$ cat src/design/dltq_pkg.sv
// shared constants, codes and controller/datapath interface types for the timer queue
package dltq_pkg;

  localparam int unsigned MaxTimersDefault = 16;

  // field widths
  localparam int unsigned OpW    = 2;
  localparam int unsigned DurW   = 16;
  localparam int unsigned SeqW   = 32;
  localparam int unsigned StatW  = 4;
  localparam int unsigned CountW = 5;
  localparam int unsigned InTdataW  = 56;
  localparam int unsigned OutTdataW = 64;
  localparam int unsigned EntryW = SeqW + DurW;

  // operation codes
  localparam logic [OpW-1:0] OP_ADD    = 2'd0;
  localparam logic [OpW-1:0] OP_CANCEL = 2'd1;
  localparam logic [OpW-1:0] OP_TICK   = 2'd2;

  // result status codes
  localparam logic [StatW-1:0] ST_HEAD      = 4'd0;
  localparam logic [StatW-1:0] ST_MID       = 4'd1;
  localparam logic [StatW-1:0] ST_TAIL      = 4'd2;
  localparam logic [StatW-1:0] ST_ZERO      = 4'd3;
  localparam logic [StatW-1:0] ST_FULL      = 4'd4;
  localparam logic [StatW-1:0] ST_NOTFOUND  = 4'd5;
  localparam logic [StatW-1:0] ST_EMPTY     = 4'd6;
  localparam logic [StatW-1:0] ST_RUNNING   = 4'd7;
  localparam logic [StatW-1:0] ST_EXPIRED   = 4'd8;
  localparam logic [StatW-1:0] ST_EXP_EMPTY = 4'd9;

  // index counter operations
  localparam logic [1:0] IDX_HOLD = 2'd0;
  localparam logic [1:0] IDX_INC  = 2'd1;
  localparam logic [1:0] IDX_DEC  = 2'd2;
  localparam logic [1:0] IDX_CNT  = 2'd3;

  // read address select
  localparam logic [1:0] RD_IDX = 2'd0;
  localparam logic [1:0] RD_DN  = 2'd1;
  localparam logic [1:0] RD_UP  = 2'd2;

  // write data select
  localparam logic [1:0] WR_NEW  = 2'd0;
  localparam logic [1:0] WR_UP   = 2'd1;
  localparam logic [1:0] WR_DN   = 2'd2;
  localparam logic [1:0] WR_TICK = 2'd3;

  typedef struct packed {
    logic             load;
    logic             clr;
    logic [1:0]       idx_op;
    logic             acc_add;
    logic             pos_ld;
    logic             del_ld;
    logic             exp_ld;
    logic             re;
    logic [1:0]       rsel;
    logic             we;
    logic [1:0]       wsel;
    logic             st_we;
    logic [StatW-1:0] st_code;
    logic             fin;
    logic             out_ld;
  } cmd_t;

  typedef struct packed {
    logic [OpW-1:0] op;
    logic           dur_zero;
    logic           full;
    logic           empty;
    logic           idx_at_cnt;
    logic           idx_at_pos;
    logic           idx_last;
    logic           hit;
    logic           out_free;
  } sts_t;

endpackage

$ cat src/design/dltq_ctrl.sv
// sequencer for scan, shift-up insert and shift-down removal of the timer queue
module dltq_ctrl (
  input  logic          clk,
  input  logic          rst_n,
  input  logic          in_tvalid,
  output logic          in_tready,
  input  dltq_pkg::sts_t sts,
  output dltq_pkg::cmd_t cmd
);

  localparam logic [3:0] S_IDLE = 4'd0;
  localparam logic [3:0] S_DISP = 4'd1;
  localparam logic [3:0] S_SRD  = 4'd2;
  localparam logic [3:0] S_SCHK = 4'd3;
  localparam logic [3:0] S_UP   = 4'd4;
  localparam logic [3:0] S_UPW  = 4'd5;
  localparam logic [3:0] S_DN   = 4'd6;
  localparam logic [3:0] S_DNW  = 4'd7;
  localparam logic [3:0] S_FIN  = 4'd8;
  localparam logic [3:0] S_OUT  = 4'd9;

  logic [3:0] state_r, state_nxt;

  // state register
  always_ff @(posedge clk) begin
    if (!rst_n) state_r <= S_IDLE;
    else        state_r <= state_nxt;
  end

  // next state and commands
  always_comb begin
    cmd       = '0;
    state_nxt = state_r;
    in_tready = 1'b0;
    unique case (state_r)
      S_IDLE: begin
        in_tready = 1'b1;
        if (in_tvalid) begin
          cmd.load  = 1'b1;
          state_nxt = S_DISP;
        end
      end
      S_DISP: begin
        cmd.clr = 1'b1;
        case (sts.op) inside
          dltq_pkg::OP_ADD: begin
            if (sts.dur_zero) begin
              cmd.st_we = 1'b1; cmd.st_code = dltq_pkg::ST_ZERO; state_nxt = S_OUT;
            end else if (sts.full) begin
              cmd.st_we = 1'b1; cmd.st_code = dltq_pkg::ST_FULL; state_nxt = S_OUT;
            end else begin
              state_nxt = S_SRD;
            end
          end
          dltq_pkg::OP_CANCEL, dltq_pkg::OP_TICK: begin
            if (sts.empty) begin
              cmd.st_we = 1'b1; cmd.st_code = dltq_pkg::ST_EMPTY; state_nxt = S_OUT;
            end else begin
              state_nxt = S_SRD;
            end
          end
          default: begin
            cmd.st_we   = 1'b1;
            cmd.st_code = sts.empty ? dltq_pkg::ST_EMPTY : dltq_pkg::ST_RUNNING;
            state_nxt   = S_OUT;
          end
        endcase
      end
      S_SRD: begin
        if (sts.idx_at_cnt) begin
          if (sts.op == dltq_pkg::OP_ADD) begin
            cmd.pos_ld = 1'b1;
            state_nxt  = S_UP;
          end else begin
            cmd.st_we = 1'b1; cmd.st_code = dltq_pkg::ST_NOTFOUND; state_nxt = S_OUT;
          end
        end else begin
          cmd.re    = 1'b1;
          cmd.rsel  = dltq_pkg::RD_IDX;
          state_nxt = S_SCHK;
        end
      end
      S_SCHK: begin
        case (sts.op)
          dltq_pkg::OP_ADD: begin
            if (sts.hit) begin
              // insert point found, restart the walk from the tail
              cmd.pos_ld = 1'b1;
              cmd.idx_op = dltq_pkg::IDX_CNT;
              state_nxt  = S_UP;
            end else begin
              cmd.acc_add = 1'b1;
              cmd.idx_op  = dltq_pkg::IDX_INC;
              state_nxt   = S_SRD;
            end
          end
          dltq_pkg::OP_CANCEL: begin
            if (sts.hit) begin
              cmd.pos_ld = 1'b1;
              cmd.del_ld = 1'b1;
              state_nxt  = S_DN;
            end else begin
              cmd.idx_op = dltq_pkg::IDX_INC;
              state_nxt  = S_SRD;
            end
          end
          default: begin
            if (sts.hit) begin
              cmd.exp_ld = 1'b1;
              cmd.pos_ld = 1'b1;
              state_nxt  = S_DN;
            end else begin
              cmd.we      = 1'b1;
              cmd.wsel    = dltq_pkg::WR_TICK;
              cmd.st_we   = 1'b1;
              cmd.st_code = dltq_pkg::ST_RUNNING;
              state_nxt   = S_OUT;
            end
          end
        endcase
      end
      // open a slot by moving entries toward the tail
      S_UP: begin
        if (sts.idx_at_pos) begin
          cmd.we    = 1'b1;
          cmd.wsel  = dltq_pkg::WR_NEW;
          state_nxt = S_FIN;
        end else begin
          cmd.re    = 1'b1;
          cmd.rsel  = dltq_pkg::RD_UP;
          state_nxt = S_UPW;
        end
      end
      S_UPW: begin
        cmd.we     = 1'b1;
        cmd.wsel   = dltq_pkg::WR_UP;
        cmd.idx_op = dltq_pkg::IDX_DEC;
        state_nxt  = S_UP;
      end
      // close the gap by moving entries toward the head
      S_DN: begin
        if (sts.idx_last) begin
          state_nxt = S_FIN;
        end else begin
          cmd.re    = 1'b1;
          cmd.rsel  = dltq_pkg::RD_DN;
          state_nxt = S_DNW;
        end
      end
      S_DNW: begin
        cmd.we     = 1'b1;
        cmd.wsel   = dltq_pkg::WR_DN;
        cmd.idx_op = dltq_pkg::IDX_INC;
        state_nxt  = S_DN;
      end
      S_FIN: begin
        cmd.fin   = 1'b1;
        state_nxt = S_OUT;
      end
      S_OUT: begin
        if (sts.out_free) begin
          cmd.out_ld = 1'b1;
          state_nxt  = S_IDLE;
        end
      end
      default: state_nxt = S_IDLE;
    endcase
  end

endmodule

$ cat src/design/dltq_datapath.sv
// entry memory, walk counters, delta arithmetic and result register of the timer queue
module dltq_datapath #(
  parameter int unsigned MAX_TIMERS = dltq_pkg::MaxTimersDefault
) (
  input  logic                              clk,
  input  logic                              rst_n,
  input  logic [dltq_pkg::InTdataW-1:0]     in_tdata,
  input  logic                              out_tready,
  output logic                              out_tvalid,
  output logic [dltq_pkg::OutTdataW-1:0]    out_tdata,
  input  dltq_pkg::cmd_t                    cmd,
  output dltq_pkg::sts_t                    sts
);

  localparam int unsigned IW = (MAX_TIMERS > 1) ? $clog2(MAX_TIMERS) : 1;
  localparam int unsigned CW = $clog2(MAX_TIMERS + 1);
  localparam int unsigned DW = dltq_pkg::DurW;
  localparam int unsigned SW = dltq_pkg::SeqW;

  logic [dltq_pkg::EntryW-1:0] mem [MAX_TIMERS];
  logic [dltq_pkg::EntryW-1:0] rdata_r;

  logic [dltq_pkg::OpW-1:0]   op_r;
  logic [DW-1:0]              dur_r, acc_r, del_r, head_r;
  logic [SW-1:0]              seq_r, exp_r;
  logic [CW-1:0]              cnt_r, idx_r, pos_r;
  logic [dltq_pkg::StatW-1:0] stat_r;
  logic                       out_valid_r;
  logic [dltq_pkg::OutTdataW-1:0] out_r;

  logic [DW-1:0]  rd_delta, new_delta, wdelta;
  logic [SW-1:0]  rd_seq, wseq;
  logic [DW:0]    scan_sum, fold_sum;
  logic [CW-1:0]  raddr, waddr, idx_p1, pos_p1;
  logic [CW+4:0]  cnt_ext;

  assign rd_delta  = rdata_r[DW-1:0];
  assign rd_seq    = rdata_r[dltq_pkg::EntryW-1:DW];
  assign new_delta = dur_r - acc_r;
  assign scan_sum  = {1'b0, acc_r} + {1'b0, rd_delta};
  assign fold_sum  = {1'b0, rd_delta} + {1'b0, del_r};
  assign idx_p1    = idx_r + CW'(1);
  assign pos_p1    = pos_r + CW'(1);

  // status toward the sequencer
  always_comb begin
    sts.op         = op_r;
    sts.dur_zero   = (dur_r == '0);
    sts.full       = (cnt_r == CW'(MAX_TIMERS));
    sts.empty      = (cnt_r == '0);
    sts.idx_at_cnt = (idx_r == cnt_r);
    sts.idx_at_pos = (idx_r == pos_r);
    sts.idx_last   = (idx_p1 == cnt_r);
    sts.out_free   = !out_valid_r || out_tready;
    case (op_r)
      dltq_pkg::OP_ADD:    sts.hit = (scan_sum > {1'b0, dur_r});
      dltq_pkg::OP_CANCEL: sts.hit = (rd_seq == seq_r);
      default:             sts.hit = (dur_r >= rd_delta);
    endcase
  end

  // read address
  always_comb begin
    case (cmd.rsel)
      dltq_pkg::RD_DN: raddr = idx_p1;
      dltq_pkg::RD_UP: raddr = idx_r - CW'(1);
      default:         raddr = idx_r;
    endcase
  end

  // write address and data
  always_comb begin
    waddr  = idx_r;
    wseq   = rd_seq;
    wdelta = rd_delta;
    case (cmd.wsel)
      dltq_pkg::WR_NEW: begin
        waddr  = pos_r;
        wseq   = seq_r;
        wdelta = new_delta;
      end
      dltq_pkg::WR_UP: begin
        if (idx_r == pos_p1) wdelta = rd_delta - new_delta;
      end
      dltq_pkg::WR_DN: begin
        if (idx_r == pos_r) wdelta = fold_sum[DW] ? {DW{1'b1}} : fold_sum[DW-1:0];
      end
      default: wdelta = rd_delta - dur_r;
    endcase
  end

  // entry memory, one write and one registered read
  always_ff @(posedge clk) begin
    if (cmd.we) mem[waddr[IW-1:0]] <= {wseq, wdelta};
    if (cmd.re) rdata_r <= mem[raddr[IW-1:0]];
  end

  // command capture and walk registers
  always_ff @(posedge clk) begin
    if (cmd.load) begin
      op_r  <= in_tdata[1:0];
      dur_r <= in_tdata[17:2];
      seq_r <= in_tdata[49:18];
      exp_r <= '0;
    end
    if (cmd.clr) begin
      acc_r <= '0;
      del_r <= '0;
      idx_r <= '0;
    end else begin
      case (cmd.idx_op)
        dltq_pkg::IDX_INC: idx_r <= idx_p1;
        dltq_pkg::IDX_DEC: idx_r <= idx_r - CW'(1);
        dltq_pkg::IDX_CNT: idx_r <= cnt_r;
        default:           idx_r <= idx_r;
      endcase
    end
    if (cmd.acc_add) acc_r <= scan_sum[DW-1:0];
    if (cmd.pos_ld)  pos_r <= idx_r;
    if (cmd.del_ld)  del_r <= rd_delta;
    if (cmd.exp_ld)  exp_r <= rd_seq;
    if (cmd.we && waddr == '0) head_r <= wdelta;
    if (cmd.st_we) stat_r <= cmd.st_code;
    if (cmd.fin) begin
      case (op_r)
        dltq_pkg::OP_ADD:
          stat_r <= (pos_r == '0) ? dltq_pkg::ST_HEAD :
                    (pos_r == cnt_r) ? dltq_pkg::ST_TAIL : dltq_pkg::ST_MID;
        dltq_pkg::OP_CANCEL:
          stat_r <= (pos_r == '0) ? dltq_pkg::ST_HEAD :
                    (pos_p1 == cnt_r) ? dltq_pkg::ST_TAIL : dltq_pkg::ST_MID;
        default:
          stat_r <= (cnt_r == CW'(1)) ? dltq_pkg::ST_EXP_EMPTY : dltq_pkg::ST_EXPIRED;
      endcase
    end
  end

  // queue occupancy
  always_ff @(posedge clk) begin
    if (!rst_n) begin
      cnt_r <= '0;
    end else if (cmd.fin) begin
      cnt_r <= (op_r == dltq_pkg::OP_ADD) ? cnt_r + CW'(1) : cnt_r - CW'(1);
    end
  end

  assign cnt_ext = {5'b0, cnt_r};

  // result beat register
  always_ff @(posedge clk) begin
    if (!rst_n) begin
      out_valid_r <= 1'b0;
    end else if (cmd.out_ld) begin
      out_valid_r <= 1'b1;
    end else if (out_tready) begin
      out_valid_r <= 1'b0;
    end
  end

  always_ff @(posedge clk) begin
    if (cmd.out_ld) begin
      out_r <= {7'b0, cnt_ext[4:0], (cnt_r != '0) ? head_r : {DW{1'b0}}, exp_r, stat_r};
    end
  end

  assign out_tvalid = out_valid_r;
  assign out_tdata  = out_r;

endmodule

$ cat src/design/delta_list_timer_queue_unit.sv
// top level of the delta-list timer queue
// timing: a reject goes straight from dispatch to the result state, a non-expiring tick
//   after reading the head entry; an add or cancel scans entries and then moves entries,
//   so its time grows with the number of entries scanned and moved
// throughput: one beat at a time, next accepted the cycle after its result is loaded;
//   a stalled result holds the input off
// reset: rst_n synchronous active low empties the queue and drops any pending result;
//   entry memory is not cleared, entries are written before they are read
module delta_list_timer_queue_unit #(
  parameter int unsigned MAX_TIMERS = dltq_pkg::MaxTimersDefault
) (
  input  logic                           clk,
  input  logic                           rst_n,
  input  logic                           in_tvalid,
  output logic                           in_tready,
  // operation[1:0], duration[17:2], seq_no[49:18], zero pad
  input  logic [dltq_pkg::InTdataW-1:0]  in_tdata,
  output logic                           out_tvalid,
  input  logic                           out_tready,
  // status[3:0], expired_seq[35:4], head_delta[51:36], timer_count[56:52], zero pad
  output logic [dltq_pkg::OutTdataW-1:0] out_tdata
);

  dltq_pkg::cmd_t cmd;
  dltq_pkg::sts_t sts;

  dltq_ctrl u_ctrl (
    .clk       (clk),
    .rst_n     (rst_n),
    .in_tvalid (in_tvalid),
    .in_tready (in_tready),
    .sts       (sts),
    .cmd       (cmd)
  );

  dltq_datapath #(
    .MAX_TIMERS (MAX_TIMERS)
  ) u_dp (
    .clk        (clk),
    .rst_n      (rst_n),
    .in_tdata   (in_tdata),
    .out_tready (out_tready),
    .out_tvalid (out_tvalid),
    .out_tdata  (out_tdata),
    .cmd        (cmd),
    .sts        (sts)
  );

endmodule

$ cat config.mk
export PLATFORM = sky130hd
export DESIGN_NAME = delta_list_timer_queue_unit
export DESIGN_NICKNAME = d
export VERILOG_FILES = /design/src/design/dltq_pkg.sv /design/src/design/dltq_ctrl.sv /design/src/design/dltq_datapath.sv /design/src/design/delta_list_timer_queue_unit.sv
export SDC_FILE = /design/constraint.sdc
export NUM_CORES = 2
export LEC_CHECK = 0
export ABC_AREA = 1
export BUFFER_PORTS_ARGS = -buffer_cell sky130_fd_sc_hd__clkbuf_2
export CORE_MARGIN = 2
export CORE_UTILIZATION = 47
export CTS_CLUSTER_SIZE = 12
export DETAILED_ROUTE_END_ITERATION = 10
export PLACE_DENSITY = 0.65
export SETUP_SLACK_MARGIN = 0.1
export SLEW_MARGIN = 0
export SYNTH_ARGS = -nofsm -noshare
export SYNTH_HDL_FRONTEND = slang
export SYNTH_SLANG_ARGS = --single-unit
export TNS_END_PERCENT = 20
$ cat constraint.sdc
create_clock -name clk -period 6.6 [get_ports clk]
set_input_delay 0.33 -clock clk [delete_from_list [all_inputs] [get_ports clk]]
set_output_delay 0.33 -clock clk [all_outputs]
set_load 0.02 [all_outputs]
==> impl_metrics.ini <==
[die]
placementRows = 115
die_area_um2 = 101500
io-pin-count = 126
dieHeight_um = 318.6
initial_utilization = 0.4733
core_um2 = 98280
die_outline_width_um = 318.6

[synthesis]
ys_flop_type = sky130_fd_sc_hd__edfxtp_1
synth.yosys.warnings = 0
synth_seq_cells = 1027
post_synth_cell_types = 65
synth_async_sr_flop_share = 0
synth_sequential_area_ratio = 0.6598
number_of_flops_mapped_to_enable_cells_by_yosys = 1012
netlist_area_um2 = 46510
synthesis.area_per_instance_um2 = 11.70
synthCells = 3976

[critical_path]
critPathLaunchType = flop
cp_common_cell = sky130_fd_sc_hd__inv_1
worst_ep_arrival_time_ns = 5.71
critical_path.cell_chain = inv_1 > ha_1 > inv_1 > nand2_1 > nand3_1 > nor4_1 > nor2_1 > ha_1 > inv_1 > o21ai_4 > buf_12 > buf_12 > mux2i_1 > nor2_1 > o311ai_0 > nand2_1
worst_path_dominant_cell_family = compound AO/OA/AOI/OAI gates
setup.worst_path.class = reg -> reg
worstPathRequired_ns = 7.04
critical_path.endpoint_type = flop
maximum_net_fanout_on_the_critical_path = 88
cpPeakStageDelay_ns = 0.84
critPathSlowestCell = sky130_fd_sc_hd__o21ai_4
crit_buf_inv = 5

[route]
drtIter0Drc = 2989
routed-via-count = 30363
vias_per_cell = 5.515
tritonroute_pass_1_iters = 7
final_antenna_net_count = 0
avgRoutedWirePerCell_um = 20.86
drc = 0
drt_wl_total_um = 114900

[cells_and_area]
post_route_cells_drive_above_1_share = 0.09884
ff_latch_area_um2 = 30690
syn_to_final_growth_pct = 13.13
mostFrequentLayoutCells = sky130_fd_sc_hd__edfxtp_1 (1,012), sky130_fd_sc_hd__inv_1 (570), sky130_fd_sc_hd__nand2_1 (541)
fill_cells = 8238
multi_input_logic_area_um2 = 13020
num-nets-final = 4330
antennaDiodeCount = 0
mostFrequentLayoutCell = sky130_fd_sc_hd__edfxtp_1

[timing]
totalNegativeSetupSlack_ns = 0
finalCritPeriodShare = 0.7985
layout_setup_ws_ns = 1.330
fin_crit_ns = 5.270
setup_repair_after_global_routing_missed_its_margin = false
worst_slew_margin_rel = 0.06976
finalSetupViolCount = 0
maxSlewViolCount = 0
timing_worst_slew_pin_value_ns = 1.395
timing.final.hold_violations = 0
finalClockSkew_ns = 0.06649
timing.fmax_ghz = 0.1897
hold-worst-slack_ns = 0.05465

[clocking]
max-clock-path-buffers = 3
cts_tree = yes
post-cts-setup-buffers = 0
cts_root_buf = sky130_fd_sc_hd__clkbuf_16
clk_pin_slew_ns = 0.06
clock_sinks = 1027
tritoncts.num_buffers = 104
cts_hold_buf = 51
clock_latency_ns = 0.71
post_cts_resize_count = 0
htree_num_levels = 3

[global_route]
groute.usage.overall = 0.2241
grt_first_pass_wirelength_um = 172800
grt_pass1_vias = 28829
gr-total-overflow = 0
number_of_antenna_violations_at_the_first_check_in_global_routing = 1
grt_max_degree = 205

[pwr]
internal_power_mw = 14.20
static-leakage-power_nw = 19.65
pwr-share-clk = 0.245
p_sw_frac = 0.3656
switching_power_mw = 8.181
power.combinational.fraction = 0.350
share_seq_of_total_power = 0.405
vdd.ir_drop.worst_v = 0.0003978
power_density_nw_per_um2 = 425.2

[placement]
hpwlAfterDp_um = 66510
place_congestion = 0.9235
port_buffers = 112
detailedPlace.worstSlack_ns = 1.360

[run]
maxCapViolations = 0

[run_status]
run_status = finished, final reports clean

[hold_path]
timing.hold.worst.class = in -> reg
path summary, 6_finish.rpt:
path                                     start                           end  slack [ns]  cells after the start
setup / recovery    u_dp.idx_r[1]$_SDFFE_PP0P_    u_dp.rdata_r[34]$_DFFE_PP_        1.33                     16
setup reg to reg    u_dp.idx_r[1]$_SDFFE_PP0P_    u_dp.rdata_r[34]$_DFFE_PP_        1.33                     16
hold reg to reg   u_dp.stat_r[3]$_SDFFCE_PN0P_   u_dp.out_tdata[3]$_DFFE_PP_        0.42                      0
hold / removal                      out_tready  u_dp.out_tvalid$_SDFFE_PN0P_        0.05                      4
area by class of cell:
type | instances | share of cell area
Timing Repair Buffer | 260 | 0.03776
Multi-Input combinational cell | 2181 | 0.2474
Sequential cell | 1027 | 0.5832
Tap cell | 1287 | 0.03060
Clock buffer | 131 | 0.05257
Clock inverter | 34 | 0.006586
Inverter | 586 | 0.04194
synth_stat cells, types with 24 or more instances:
cell type	number	share of area
sky130_fd_sc_hd__edfxtp_1	1012	0.65
sky130_fd_sc_hd__inv_1	572	0.046
sky130_fd_sc_hd__nand2_1	541	0.044
sky130_fd_sc_hd__o21ai_0	343	0.037
sky130_fd_sc_hd__nor2_1	222	0.018
sky130_fd_sc_hd__a21oi_1	209	0.022
sky130_fd_sc_hd__o211ai_1	156	0.025
sky130_fd_sc_hd__nand3_1	116	0.012
sky130_fd_sc_hd__clkbuf_1	105	0.0085
sky130_fd_sc_hd__ha_1	105	0.028
sky130_fd_sc_hd__mux2i_1	96	0.021
sky130_fd_sc_hd__xor2_1	61	0.011
sky130_fd_sc_hd__o221ai_1	55	0.010
sky130_fd_sc_hd__buf_2	45	0.0048
sky130_fd_sc_hd__o311ai_0	45	0.0085
sky130_fd_sc_hd__nand4_1	39	0.0052
sky130_fd_sc_hd__nor3_1	28	0.0030
sky130_fd_sc_hd__xnor2_1	28	0.0053
sky130_fd_sc_hd__buf_1	24	0.0019
per-layer routing:
layer | wire length [µm] | track usage
met3 | 8107 | 0.03472
met2 | 54680 | 0.3702
met5 | 0 | 0
met1 | 49300 | 0.3090
met4 | 2793 | 0.06193
worst reg2reg max path, cell delays in order (launching register included):
cell and delay, ns:
sky130_fd_sc_hd__dfxtp_1 0.67, sky130_fd_sc_hd__inv_1 0.22, sky130_fd_sc_hd__ha_1 0.40, sky130_fd_sc_hd__inv_1 0.10, sky130_fd_sc_hd__nand2_1 0.06, sky130_fd_sc_hd__nand3_1 0.07
sky130_fd_sc_hd__nor4_1 0.41, sky130_fd_sc_hd__nor2_1 0.16, sky130_fd_sc_hd__ha_1 0.35, sky130_fd_sc_hd__inv_1 0.18, sky130_fd_sc_hd__o21ai_4 0.84, sky130_fd_sc_hd__buf_12 0.31
sky130_fd_sc_hd__buf_12 0.36, sky130_fd_sc_hd__mux2i_1 0.32, sky130_fd_sc_hd__nor2_1 0.06, sky130_fd_sc_hd__o311ai_0 0.45, sky130_fd_sc_hd__nand2_1 0.08
flip-flops by register name, indices dropped and copies added (netlist names), 16 cells and up:
name	cells
u_dp.seq_r	32
u_dp.mem	768
u_dp.acc_r	16
u_dp.out_tdata	57
u_dp.dur_r	16
u_dp.exp_r	32
u_dp.head_r	16
u_dp.rdata_r	48
u_dp.del_r	16
cells by family after synthesis:
logic type,Yosys count,share of synthesized area
AO/OA/AOI/OAI,880,0.1156
XOR/XNOR,89,0.01676
adder cells (fa/ha/maj),110,0.03040
buffers and inverters,774,0.06526
flip-flops,1027,0.6598
multiplexers,96,0.02066
other,1,0.00008062
AND/OR/NAND/NOR,999,0.09151
metrics by stage:
| step | utilization | cells | power [mW] | cell area, µm² |
|---|---|---|---|---|
| 2_1_floorplan | - | 3982 | 14.53 | 46540 |
| 3_3_place_gp | 0.4986 | 5290 | 16.77 | 49000 |
| 3_5_place_dp | 0.4986 | 5290 | 16.94 | 49000 |
| 4_1_cts | 0.5355 | 5506 | 22.44 | 52620 |
| 5_1_grt | 0.5355 | 5506 | 23.67 | 52620 |
| 6_report | 0.5355 | 5506 | 22.38 | 52620 |
power groups by stage:
stage | Combinational (mW) | Sequential (mW) | Clock [mW]
2_1_floorplan | 5.44 | 9.09 | 0
4_1_cts | 7.81 | 9.05 | 5.59
3_3_place_gp | 7.60 | 9.17 | 0
3_5_place_dp | 7.76 | 9.18 | 0
6_report | 7.84 | 9.06 | 5.48
5_1_grt | 8.76 | 9.10 | 5.81
(Power assumes the default switching activity.)
